File: src/design/mhps_pkg.sv
`default_nettype none

package mhps_pkg;

  // Request codes.
  localparam logic [2:0] REQ_TICK    = 3'd0;
  localparam logic [2:0] REQ_SETPT   = 3'd1;
  localparam logic [2:0] REQ_HOME    = 3'd2;
  localparam logic [2:0] REQ_STOP    = 3'd3;
  localparam logic [2:0] REQ_MAN_FWD = 3'd4;
  localparam logic [2:0] REQ_MAN_REV = 3'd5;

  // Phase codes.
  localparam logic [2:0] PH_IDLE     = 3'd0;
  localparam logic [2:0] PH_HOME_REV = 3'd1;
  localparam logic [2:0] PH_HOME_FWD = 3'd2;
  localparam logic [2:0] PH_FINDING  = 3'd3;
  localparam logic [2:0] PH_MAN_FWD  = 3'd4;
  localparam logic [2:0] PH_MAN_REV  = 3'd5;

  // Drive mode codes.
  localparam logic [2:0] DRV_NONE      = 3'd0;
  localparam logic [2:0] DRV_VOLTAGE   = 3'd1;
  localparam logic [2:0] DRV_DUTY      = 3'd2;
  localparam logic [2:0] DRV_POS       = 3'd3;
  localparam logic [2:0] DRV_SMART_POS = 3'd4;
  localparam logic [2:0] DRV_VEL       = 3'd5;
  localparam logic [2:0] DRV_SMART_VEL = 3'd6;

  // Configuration register indexes.
  localparam logic [2:0] CFG_POS_LOWER  = 3'd0;
  localparam logic [2:0] CFG_POS_UPPER  = 3'd1;
  localparam logic [2:0] CFG_VEL_LOWER  = 3'd2;
  localparam logic [2:0] CFG_VEL_UPPER  = 3'd3;
  localparam logic [2:0] CFG_TOLERANCE  = 3'd4;
  localparam logic [2:0] CFG_TIMEOUTS   = 3'd5;
  localparam logic [2:0] CFG_SPEEDS     = 3'd6;
  localparam logic [2:0] CFG_MODE_FLAGS = 3'd7;

  // Mode flag bit positions.
  localparam int FLAG_BACK_OFF = 0;
  localparam int FLAG_FWD_NO   = 1;
  localparam int FLAG_REV_NO   = 2;
  localparam int FLAG_SMART    = 3;

  // Bus voltage below which the motor counts as settled, in mV.
  localparam logic [16:0] BUS_LIMIT_MV = 17'd1000;

  typedef struct packed {
    logic [2:0]         req_type;
    logic signed [31:0] target_value;
    logic               target_is_position;
    logic               fwd_switch_level;
    logic               rev_switch_level;
    logic signed [31:0] measured_value;
    logic signed [15:0] bus_voltage_mv;
    logic [31:0]        time_ms;
  } req_t;

  typedef struct packed {
    logic [2:0]         drive_mode;
    logic signed [31:0] drive_value;
    logic               ready_res;
    logic               homed;
    logic [2:0]         phase;
  } res_t;

  typedef struct packed {
    logic signed [31:0] pos_lower_limit;
    logic signed [31:0] pos_upper_limit;
    logic signed [31:0] vel_lower_limit;
    logic signed [31:0] vel_upper_limit;
    logic [30:0]        tolerance;
    logic [31:0]        home_timeout_ms;
    logic [31:0]        find_timeout_ms;
    logic signed [15:0] speed_fwd_home;
    logic signed [15:0] speed_rev_home;
    logic signed [15:0] speed_man_fwd;
    logic signed [15:0] speed_man_rev;
    logic [3:0]         mode_flags;
  } cfg_t;

endpackage

`default_nettype wire

File: src/design/mhps_cfg.sv
`default_nettype none

module mhps_cfg (
  input  wire logic            clk,
  input  wire logic            rst,
  input  wire logic            cfg_we,
  input  wire logic [2:0]      cfg_index,
  input  wire logic [63:0]     cfg_data,
  output mhps_pkg::cfg_t       cfg
);

  mhps_pkg::cfg_t regs;

  always_ff @(posedge clk) begin
    if (rst) begin
      regs.pos_lower_limit <= 32'sh8000_0000;
      regs.pos_upper_limit <= 32'sh7FFF_FFFF;
      regs.vel_lower_limit <= 32'sh8000_0000;
      regs.vel_upper_limit <= 32'sh7FFF_FFFF;
      regs.tolerance       <= 31'd65536;
      regs.home_timeout_ms <= '0;
      regs.find_timeout_ms <= '0;
      regs.speed_fwd_home  <= '0;
      regs.speed_rev_home  <= '0;
      regs.speed_man_fwd   <= '0;
      regs.speed_man_rev   <= '0;
      regs.mode_flags      <= 4'd7;
    end else if (cfg_we) begin
      unique case (cfg_index)
        mhps_pkg::CFG_POS_LOWER:  regs.pos_lower_limit <= cfg_data[31:0];
        mhps_pkg::CFG_POS_UPPER:  regs.pos_upper_limit <= cfg_data[31:0];
        mhps_pkg::CFG_VEL_LOWER:  regs.vel_lower_limit <= cfg_data[31:0];
        mhps_pkg::CFG_VEL_UPPER:  regs.vel_upper_limit <= cfg_data[31:0];
        mhps_pkg::CFG_TOLERANCE:  regs.tolerance       <= cfg_data[30:0];
        mhps_pkg::CFG_TIMEOUTS: begin
          regs.home_timeout_ms <= cfg_data[31:0];
          regs.find_timeout_ms <= cfg_data[63:32];
        end
        mhps_pkg::CFG_SPEEDS: begin
          regs.speed_fwd_home <= cfg_data[15:0];
          regs.speed_rev_home <= cfg_data[31:16];
          regs.speed_man_fwd  <= cfg_data[47:32];
          regs.speed_man_rev  <= cfg_data[63:48];
        end
        mhps_pkg::CFG_MODE_FLAGS: regs.mode_flags <= cfg_data[3:0];
        default: ;
      endcase
    end
  end

  assign cfg = regs;

endmodule

`default_nettype wire

File: src/design/mhps_core.sv
`default_nettype none

module mhps_core (
  input  wire logic            clk,
  input  wire logic            rst,
  input  wire logic            step,
  input  wire mhps_pkg::req_t  item,
  input  wire mhps_pkg::cfg_t  cfg,
  output mhps_pkg::res_t       result
);

  logic [2:0]         phase_reg;
  logic               ready_flag;
  logic               homed_flag;
  logic signed [31:0] setpoint_reg;
  logic [31:0]        homing_start;
  logic [31:0]        finding_start;

  logic [2:0]         phase_next;
  logic               ready_next;
  logic               homed_next;
  logic signed [31:0] setpoint_next;
  logic [31:0]        homing_start_next;
  logic [31:0]        finding_start_next;
  logic [2:0]         mode;
  logic signed [31:0] value;

  logic               fwd_pressed;
  logic               rev_pressed;
  logic               home_expired;
  logic               find_expired;
  logic [31:0]        home_elapsed;
  logic [31:0]        find_elapsed;
  logic signed [32:0] err;
  logic [32:0]        err_mag;
  logic [16:0]        bus_mag;
  logic               at_setpoint;
  logic               sp_above;
  logic               sp_below;
  logic signed [31:0] lim_hi;
  logic signed [31:0] lim_lo;
  logic signed [31:0] clamped;
  logic               smart;

  // A normally open switch reads pressed at level 1, a normally closed one at 0.
  assign fwd_pressed = item.fwd_switch_level == cfg.mode_flags[mhps_pkg::FLAG_FWD_NO];
  assign rev_pressed = item.rev_switch_level == cfg.mode_flags[mhps_pkg::FLAG_REV_NO];
  assign smart       = cfg.mode_flags[mhps_pkg::FLAG_SMART];

  assign home_elapsed = item.time_ms - homing_start;
  assign find_elapsed = item.time_ms - finding_start;
  assign home_expired = (cfg.home_timeout_ms != '0) && (home_elapsed > cfg.home_timeout_ms);
  assign find_expired = (cfg.find_timeout_ms != '0) && (find_elapsed > cfg.find_timeout_ms);

  assign err     = {setpoint_reg[31], setpoint_reg}
                 - {item.measured_value[31], item.measured_value};
  assign err_mag = err[32] ? 33'(-err) : 33'(err);
  assign bus_mag = item.bus_voltage_mv[15]
                 ? 17'(-{item.bus_voltage_mv[15], item.bus_voltage_mv})
                 : {1'b0, item.bus_voltage_mv};
  assign at_setpoint = (err_mag < {2'b00, cfg.tolerance}) && (bus_mag < mhps_pkg::BUS_LIMIT_MV);
  assign sp_above    = setpoint_reg > item.measured_value;
  assign sp_below    = setpoint_reg < item.measured_value;

  assign lim_hi = item.target_is_position ? cfg.pos_upper_limit : cfg.vel_upper_limit;
  assign lim_lo = item.target_is_position ? cfg.pos_lower_limit : cfg.vel_lower_limit;
  // The upper bound wins when the limits cross.
  assign clamped = (item.target_value > lim_hi) ? lim_hi
                 : (item.target_value < lim_lo) ? lim_lo : item.target_value;

  always_comb begin
    phase_next         = phase_reg;
    ready_next         = ready_flag;
    homed_next         = homed_flag;
    setpoint_next      = setpoint_reg;
    homing_start_next  = homing_start;
    finding_start_next = finding_start;
    mode               = mhps_pkg::DRV_NONE;
    value              = '0;

    unique case (item.req_type)
      mhps_pkg::REQ_TICK: begin
        unique case (phase_reg)
          mhps_pkg::PH_IDLE: begin
            mode       = mhps_pkg::DRV_VOLTAGE;
            ready_next = 1'b1;
          end
          mhps_pkg::PH_HOME_REV: begin
            ready_next = 1'b0;
            if (rev_pressed || home_expired) begin
              mode = mhps_pkg::DRV_VOLTAGE;
              if (cfg.mode_flags[mhps_pkg::FLAG_BACK_OFF]) begin
                phase_next = mhps_pkg::PH_HOME_FWD;
              end else begin
                homed_next = 1'b1;
                phase_next = mhps_pkg::PH_IDLE;
              end
            end else begin
              mode  = mhps_pkg::DRV_DUTY;
              value = {{16{cfg.speed_rev_home[15]}}, cfg.speed_rev_home};
            end
          end
          mhps_pkg::PH_HOME_FWD: begin
            ready_next = 1'b0;
            if (!rev_pressed || home_expired) begin
              mode       = mhps_pkg::DRV_POS;
              homed_next = 1'b1;
              phase_next = mhps_pkg::PH_IDLE;
            end else begin
              mode  = mhps_pkg::DRV_DUTY;
              value = {{16{cfg.speed_fwd_home[15]}}, cfg.speed_fwd_home};
            end
          end
          mhps_pkg::PH_FINDING: begin
            ready_next = 1'b0;
            if (at_setpoint || (sp_above && fwd_pressed) || (sp_below && rev_pressed)
                || find_expired) begin
              mode       = mhps_pkg::DRV_DUTY;
              phase_next = mhps_pkg::PH_IDLE;
            end
          end
          mhps_pkg::PH_MAN_FWD: begin
            if (!fwd_pressed) begin
              mode       = mhps_pkg::DRV_DUTY;
              value      = {{16{cfg.speed_man_fwd[15]}}, cfg.speed_man_fwd};
              ready_next = 1'b0;
            end else begin
              phase_next = mhps_pkg::PH_IDLE;
              ready_next = 1'b1;
            end
          end
          mhps_pkg::PH_MAN_REV: begin
            if (!rev_pressed) begin
              mode       = mhps_pkg::DRV_DUTY;
              value      = {{16{cfg.speed_man_rev[15]}}, cfg.speed_man_rev};
              ready_next = 1'b0;
            end else begin
              phase_next = mhps_pkg::PH_IDLE;
              ready_next = 1'b1;
            end
          end
          default: ;
        endcase
      end
      mhps_pkg::REQ_SETPT: begin
        setpoint_next      = clamped;
        value              = clamped;
        finding_start_next = item.time_ms;
        phase_next         = mhps_pkg::PH_FINDING;
        if (item.target_is_position) begin
          mode = smart ? mhps_pkg::DRV_SMART_POS : mhps_pkg::DRV_POS;
        end else begin
          mode = smart ? mhps_pkg::DRV_SMART_VEL : mhps_pkg::DRV_VEL;
        end
      end
      mhps_pkg::REQ_HOME: begin
        mode              = mhps_pkg::DRV_DUTY;
        homing_start_next = item.time_ms;
        homed_next        = 1'b0;
        phase_next        = mhps_pkg::PH_HOME_REV;
      end
      mhps_pkg::REQ_STOP: begin
        mode       = mhps_pkg::DRV_DUTY;
        phase_next = mhps_pkg::PH_IDLE;
      end
      mhps_pkg::REQ_MAN_FWD: phase_next = mhps_pkg::PH_MAN_FWD;
      mhps_pkg::REQ_MAN_REV: phase_next = mhps_pkg::PH_MAN_REV;
      default: ;
    endcase
  end

  always_ff @(posedge clk) begin
    if (rst) begin
      phase_reg     <= mhps_pkg::PH_IDLE;
      ready_flag    <= 1'b1;
      homed_flag    <= 1'b0;
      setpoint_reg  <= '0;
      homing_start  <= '0;
      finding_start <= '0;
    end else if (step) begin
      phase_reg     <= phase_next;
      ready_flag    <= ready_next;
      homed_flag    <= homed_next;
      setpoint_reg  <= setpoint_next;
      homing_start  <= homing_start_next;
      finding_start <= finding_start_next;
    end
  end

  assign result.drive_mode  = mode;
  assign result.drive_value = value;
  assign result.ready_res   = ready_next;
  assign result.homed       = homed_next;
  assign result.phase       = phase_next;

  // State only moves on a processed beat.
  a_hold_when_idle: assert property (@(posedge clk) disable iff (rst)
    !step |=> $stable(phase_reg) && $stable(homed_flag) && $stable(setpoint_reg))
    else $error("sequencer state changed without a beat");

  a_home_clears: assert property (@(posedge clk) disable iff (rst)
    step && item.req_type == mhps_pkg::REQ_HOME
    |=> !homed_flag && phase_reg == mhps_pkg::PH_HOME_REV && homing_start == $past(item.time_ms))
    else $error("start homing did not arm the homing sequence");

  a_homed_source: assert property (@(posedge clk) disable iff (rst)
    step && homed_next && !homed_flag
    |-> phase_reg == mhps_pkg::PH_HOME_REV || phase_reg == mhps_pkg::PH_HOME_FWD)
    else $error("homed flag set outside of a homing phase");

  a_setpoint_in_limits: assert property (@(posedge clk) disable iff (rst)
    step && item.req_type == mhps_pkg::REQ_SETPT && lim_lo <= lim_hi
    |-> setpoint_next >= lim_lo && setpoint_next <= lim_hi)
    else $error("setpoint escaped the soft limits");

endmodule

`default_nettype wire

File: src/design/motor_homing_positioning_sequencer_top.sv
`default_nettype none

// Homing and positioning sequencer for one motor. Every request beat (a tick
// or a command) yields exactly one result beat carrying the drive command, the
// ready and homed flags and the phase. One beat is accepted per clock while
// the result register is not stalled. An accepted beat goes into the input
// register, passes the combinational sequencer logic into the result register
// once that register is free, and is presented on the result channel from
// then on. The rate is set by that one pass of compare-and-select logic, which
// updates the sequencer state in the same cycle it fills the result register.
// While the result register is stalled, the input register still takes one
// beat. Configuration writes take effect on the next clock; configuration
// writes are to be made by the user only while no beat is in flight, which the
// block itself does not enforce.
module motor_homing_positioning_sequencer_top (
  input  wire logic           clk,
  input  wire logic           rst,
  input  wire logic           req_valid,
  output logic                req_stall,
  input  wire mhps_pkg::req_t req,
  output logic                res_valid,
  input  wire logic           res_stall,
  output mhps_pkg::res_t      res,
  input  wire logic           cfg_we,
  input  wire logic [2:0]     cfg_index,
  input  wire logic [63:0]    cfg_data
);

  mhps_pkg::cfg_t cfg;
  mhps_pkg::req_t req_q;
  mhps_pkg::res_t res_q;
  mhps_pkg::res_t step_res;
  logic           req_q_valid;
  logic           res_free;
  logic           step;
  logic           req_take;

  assign res_free  = !res_valid || !res_stall;
  assign step      = req_q_valid && res_free;
  assign req_stall = req_q_valid && !res_free;
  assign req_take  = req_valid && !req_stall;

  mhps_cfg u_cfg (
    .clk       (clk),
    .rst       (rst),
    .cfg_we    (cfg_we),
    .cfg_index (cfg_index),
    .cfg_data  (cfg_data),
    .cfg       (cfg)
  );

  mhps_core u_core (
    .clk    (clk),
    .rst    (rst),
    .step   (step),
    .item   (req_q),
    .cfg    (cfg),
    .result (step_res)
  );

  always_ff @(posedge clk) begin
    if (rst) begin
      req_q_valid <= 1'b0;
    end else if (req_take) begin
      req_q_valid <= 1'b1;
    end else if (step) begin
      req_q_valid <= 1'b0;
    end
  end

  always_ff @(posedge clk) begin
    if (req_take) begin
      req_q <= req;
    end
  end

  always_ff @(posedge clk) begin
    if (rst) begin
      res_valid <= 1'b0;
    end else if (res_free) begin
      res_valid <= step;
    end
  end

  always_ff @(posedge clk) begin
    if (step) begin
      res_q <= step_res;
    end
  end

  assign res = res_q;

endmodule

`default_nettype wire

File: config.mk
export PLATFORM = sky130hd
export DESIGN_NAME = motor_homing_positioning_sequencer_top
export DESIGN_NICKNAME = d
export VERILOG_FILES = /design/src/design/mhps_pkg.sv /design/src/design/mhps_cfg.sv /design/src/design/mhps_core.sv /design/src/design/motor_homing_positioning_sequencer_top.sv
export SDC_FILE = /design/constraint.sdc
export NUM_CORES = 2
export LEC_CHECK = 0
export ABC_CLOCK_PERIOD_IN_PS = 9900
export BUFFER_PORTS_ARGS = -buffer_cell sky130_fd_sc_hd__buf_2
export CAP_MARGIN = 30
export CORE_UTILIZATION = 45
export DETAILED_ROUTE_END_ITERATION = 10
export HOLD_SLACK_MARGIN = 0.02
export PLACE_DENSITY = 0.6
export SYNTH_ARGS = -nofsm -noshare
export SYNTH_HDL_FRONTEND = slang
export SYNTH_SLANG_ARGS = --single-unit
export TNS_END_PERCENT = 20
File: constraint.sdc
create_clock -name clk -period 9.9 [get_ports clk]
set_clock_uncertainty 0.1 [all_clocks]
set_input_delay 0.495 -clock clk [delete_from_list [all_inputs] [get_ports clk]]
set_output_delay 0.495 -clock clk [all_outputs]
set_load 0.02 [all_outputs]
Word level (Yosys, flattened, before mapping)

Index checks and enable logic that the tools add are counted.

Bits in registers: 552
Bits of input ports: 190
Output and inout port bits: 42
Word-level logic and storage cells: 143

Add/subtract/negate cells: 5
$lt $le $gt $ge: 8
Equality and inequality tests: 19
Mux-type cells: 41
Reduce and logical (&&, ||, !) cells: 37

Operators by type and width:

| kind                 | number |
|---|---|
| $mux 32              | 8 |
| $gt 32x32->1         | 4 |
| $pmux 32 s4          | 1 |
| $lt 32x32->1         | 2 |
| $pmux 32 s2          | 1 |
| $reduce_bool 32->1   | 2 |
| $sub 32x32->32       | 2 |
| $pmux 3 s6           | 2 |
| $lt 33x31->1         | 1 |
| $mux 33              | 1 |
| $neg 33->33          | 1 |
| $sub 32x32->33       | 1 |
| $eq 3x3->1 const B   | 8 |
| $mux 3               | 7 |
| $reduce_and 2->1     | 10 |
| $eq 3x2->1 const B   | 6 |
| $lt 17x10->1 const B | 1 |
| $mux 17              | 1 |
| $neg 17->17          | 1 |
| $pmux 3 s5           | 1 |
| $mux 2               | 6 |
| $eq 3x1->1 const B   | 3 |
| $logic_not 3->1      | 3 |
| $mux 1               | 9 |
| other kinds (10)     | 28 |

Logic depth before layout (Yosys ltp)

Depth after elaboration: 11
Mapped depth: 28
Gate-level depth less buffers: 27

Cells and area by module

From an unflattened synthesis, not the netlist that was laid out.

Cell total of the unflattened synthesis: 3433
Area total of the unflattened synthesis: 32363.5 µm²

Modules (own cells, without submodules):

| module                                 | instances | cells an instance | area an instance (µm²) | seq. area each (µm²) |
|---|---|---|---|---|
| mhps_core                              | 1         | 2205              | 16139.2                | 2021.9 |
| mhps_cfg                               | 1         | 1060              | 11393.4                | 5825.6 |
| motor_homing_positioning_sequencer_top | 1         | 168               | 4830.9                 | 4784.6 |

Worst setup path after synthesis

OpenSTA, ideal clock, no wires.

Path type: in2reg
Start: input port res_stall
End: register req_q[0] in the netlist's numbering, enable pin
Library setup time: 608 ps
Data arrival time: 5960 ps
Data required time: 9192 ps
Slack: 3232 ps
Stages on the path: 2
Buffers on the path: 0
Path through: and3_1 nor2b_1

Cells in the longest elaborated chain, start to end: 6

RTL lines:

| item                   | RTL line                                     | RTL |
|---|---|---|
| start: declaration     | motor_homing_positioning_sequencer_top.sv:22 | `input wire logic res_stall,` |
| $logic_not 1->1        | motor_homing_positioning_sequencer_top.sv:38 | `assign res_free = !res_valid \|\| !res_stall;` |
| $logic_or 1x1->1       | motor_homing_positioning_sequencer_top.sv:38 |  |
| $logic_not 1->1        | motor_homing_positioning_sequencer_top.sv:40 | `assign req_stall = req_q_valid && !res_free;` |
| $logic_and 1x1->1      | motor_homing_positioning_sequencer_top.sv:40 |  |
| $logic_not 1->1        | motor_homing_positioning_sequencer_top.sv:41 | `assign req_take = req_valid && !req_stall;` |
| $logic_and 1x1->1      | motor_homing_positioning_sequencer_top.sv:41 |  |
| named net req_take     | motor_homing_positioning_sequencer_top.sv:36 | `logic req_take;` |
| end signal: assignment | motor_homing_positioning_sequencer_top.sv:73 | `req_q <= req;` |
| end: declaration       | motor_homing_positioning_sequencer_top.sv:30 | `mhps_pkg::req_t req_q;` |

The timed path passes the listed nets, and every way through them passes these cells.
A chain may end at the register's enable or synchronous reset.

==> impl_metrics.json <==
{
  "fin_cells": 4947,
  "track_usage_pct": 28.59,
  "cts_max_level": 3,
  "cp_data_required_time_ns": 10.11,
  "overflow": 0,
  "post-place-cells": 4695,
  "synthCells": 3689,
  "fin_crit_ns": 7.676,
  "worstPathArrival_ns": 7.89,
  "core-area_sq_um": 68710,
  "finalWeightedCongestion": 0.9232,
  "via_count": 27580,
  "synth_edf_count": 158,
  "r2r_start": "req_q[0]",
  "slew_headroom_pct": 20.39,
  "drc": 0,
  "cts.clk_slew.worst_paths_ns": 0.06,
  "synthFlopType": "dfxtp_1",
  "grt_pass1_vias": 25850,
  "postCtsSetupBuffers": 0,
  "io_buffers": 231,
  "ios": 232,
  "die_y_microns": 265.9,
  "die_x_microns": 265.9,
  "path_class": "flop to flop",
  "cp-end-kind": "flop",
  "nNetsFinal": 4407,
  "synth-seq-cells": 552,
  "grt_pass1_wl_mm": 154.5,
  "via_per_inst": 5.576,
  "rsz0062_at_grt": "false",
  "grt_max_degree": 215,
  "dieArea_sq_um": 70680,
  "synth_nets": 4136,
  "place.detailed.hpwl_mm": 74.27,
  "syn_area_sq_um": 31330,
  "slew_violations": 0,
  "largest_reg_flops": 291,
  "p_leak_uw": 0.01453,
  "finalCritPeriodShare_pct": 77.53,
  "seq_area_frac_synth_pct": 40.32,
  "avgSynthCellArea_sq_um": 8.492,
  "fmax_mhz": 130.3,
  "hold_class": "primary input to flop",
  "clock_sinks": 552,
  "drv_cap": 0,
  "tightestPinTransition_ns": 1.164,
  "cts-resized-gates": 0,
  "cp-start-kind": "flop",
  "initial_core_util_pct": 45.60,
  "hold_start": "cfg_data[47]",
  "routedWlPerCell_microns": 20.78,
  "antenna_found_initial": 11,
  "outcome": "completed",
  "final-hold-violation-count": 0,
  "cts.path.max_buffers": 3,
  "p_total_uw": 6000,
  "ant_nets": 0,
  "ctsHoldBuffers": 126,
  "power_density_nw_per_um2": 162.1,
  "postSynth.asyncResetShare_pct": 0,
  "clockRootBuffer": "clkbuf_16",
  "dr.pass1.iters": 8,
  "numCtsBuffers": 66,
  "first_iter_violations": 2742,
  "critPathMaxFanout": 17,
  "rows": 96,
  "drive_above_1_share_pct": 11.24,
  "vdd_drop_max_mv": 0.1408,
  "cts_tree": "yes",
  "crit_path_start": "req_q[0]",
  "reg2reg_slack_ns": 2.22,
  "clk-insertion-delay-late_ns": 0.64,
  "synth_cell_types": 84,
  "wl_mm": 102.8,
  "fin_setup_tns_ns": 0,
  "setup_violations": 0,
  "ys_warn_count": 0,
  "hold-worst-slack_ns": 0.04461,
  "area_delta_synth_final_pct": 18.14
}
-- cells in the final DEF (no fill, tap or decap), drive strengths merged, types with 11 or more instances in the layout --
cell,count
xor2,33
mux2,33
inv,268
clkinv,16
and3,18
o211ai,45
nand3b,94
or3,17
dfxtp,394
ha,254
nand4,80
o21ai,87
o21a,32
nand2,793
nor3,69
nor2,105
o31ai,14
nand2b,23
a222oi,16
o221ai,32
a211oi,15
mux2i,69
and2,14
o21bai,11
nand3,43
a21oi,417
nor4,28
clkbuf,91
a21o,107
xnor2,77
a31oi,15
edfxtp,158
nor2b,24
or2,14
buf,263
dlygate4sd3,126
-- power breakdown --
group	internal, uW	leakage [uW]	switching, uW
logic	356	0.00862	517
registers	2400	0.00474	61.0
clock network	1610	0.00117	1050
total	4370	0.0145	1630
-- cells in the mapped netlist (all sizes together), types with 5 or more instances --
| cell | n | area share (%) |
|---|---|---|
| a211o | 10 | 0.28 |
| a211oi | 15 | 0.38 |
| a21boi | 9 | 0.25 |
| a21o | 107 | 2.6 |
| a21oi | 417 | 6.7 |
| a222oi | 16 | 0.51 |
| a311oi | 5 | 0.14 |
| a31o | 5 | 0.14 |
| a31oi | 15 | 0.30 |
| a41oi | 6 | 0.17 |
| and2 | 14 | 0.28 |
| and3 | 18 | 0.36 |
| and4 | 5 | 0.14 |
| buf | 10 | 0.16 |
| clkbuf | 177 | 2.1 |
| dfxtp | 394 | 25 |
| edfxtp | 158 | 15 |
| ha | 254 | 10 |
| inv | 262 | 3.1 |
| mux2 | 33 | 1.2 |
| mux2i | 69 | 2.2 |
| nand2 | 793 | 9.5 |
| nand2b | 23 | 0.46 |
| nand3 | 43 | 0.69 |
| nand3b | 94 | 2.3 |
| nand4 | 80 | 1.6 |
| nor2 | 105 | 1.3 |
| nor2b | 24 | 0.48 |
| nor3 | 69 | 1.1 |
| nor4 | 28 | 0.56 |
| o2111ai | 5 | 0.14 |
| o211ai | 45 | 1.1 |
| o21a | 32 | 0.77 |
| o21ai | 87 | 1.4 |
| o21bai | 11 | 0.26 |
| o221ai | 32 | 0.89 |
| o311a | 5 | 0.16 |
| o31ai | 14 | 0.35 |
| o41ai | 5 | 0.16 |
| or2 | 14 | 0.28 |
| or3 | 17 | 0.36 |
| or4 | 5 | 0.13 |
| xnor2 | 77 | 2.2 |
| xor2 | 33 | 0.92 |
-- metal layers --
metal	part of all wire, %	track usage [%]
met3	8.3	6.451
met1	44	38.72
met5	0.092	0
met2	45	44.53
met4	3.4	10.27
-- path summary, 6_finish.rpt --
kind,to,cells past startpoint
worst min-delay path,u_cfg.cfg[83],3
worst max register to register,res[26],27
worst max-delay path,res[26],27
worst min register to register,u_core.finding_start[14],2
-- critical path, stage by stage, from the launching register on --
cell and delay [ns]:
edfxtp_1 0.40, inv_1 0.11, ha_1 0.17, inv_1 0.05, fa_1 0.39, a21o_1 0.21
a211oi_1 0.30, o21ai_0 0.20, a31o_2 0.28, a31o_2 0.28, o211a_1 0.28, o31ai_1 0.33
a31oi_1 0.21, a21boi_0 0.22, o21bai_1 0.10, xor2_1 0.15, ha_1 0.29, nand4_1 0.12
or2_2 0.34, or3_1 0.45, a311o_1 0.35, a31oi_1 0.21, a211o_1 0.26, nor3_2 0.07
buf_4 0.21, a222oi_1 0.40, a21o_1 0.60, o221ai_1 0.27
-- per-stage QoR --
step	util, %	instance area [sq um]	worst slack (ns)
global placement	48.45	33290	2.495
finish	53.87	37010	2.224
detailed placement	48.45	33290	2.381
CTS	53.80	36960	2.314
global route	53.86	37000	1.642
floorplan	-	31330	3.232
-- area by class of cell --
cell class / instances / area, sq um
inverter: 264 / 991.0
sequential: 552 / 12630
multi-input combinational: 2686 / 17090
fill: 6463 / 31700
timing repair buffer: 390 / 2713
antenna: 4 / 10.01
clock inverter: 29 / 498.0
clock buffer: 91 / 1912
tap: 931 / 1165
-- logic make-up after synthesis --
group                    Yosys count  synth area share [%]
buffers and inverters            451                 5.444
AO/OA/AOI/OAI                    872                 17.59
XOR/XNOR                         110                 3.075
adder cells (fa/ha/maj)          257                 10.34
flip-flops                       552                 40.32
AND/OR/NAND/NOR                 1345                 19.84
multiplexers                     102                 3.391
(Power assumes the default switching activity.)
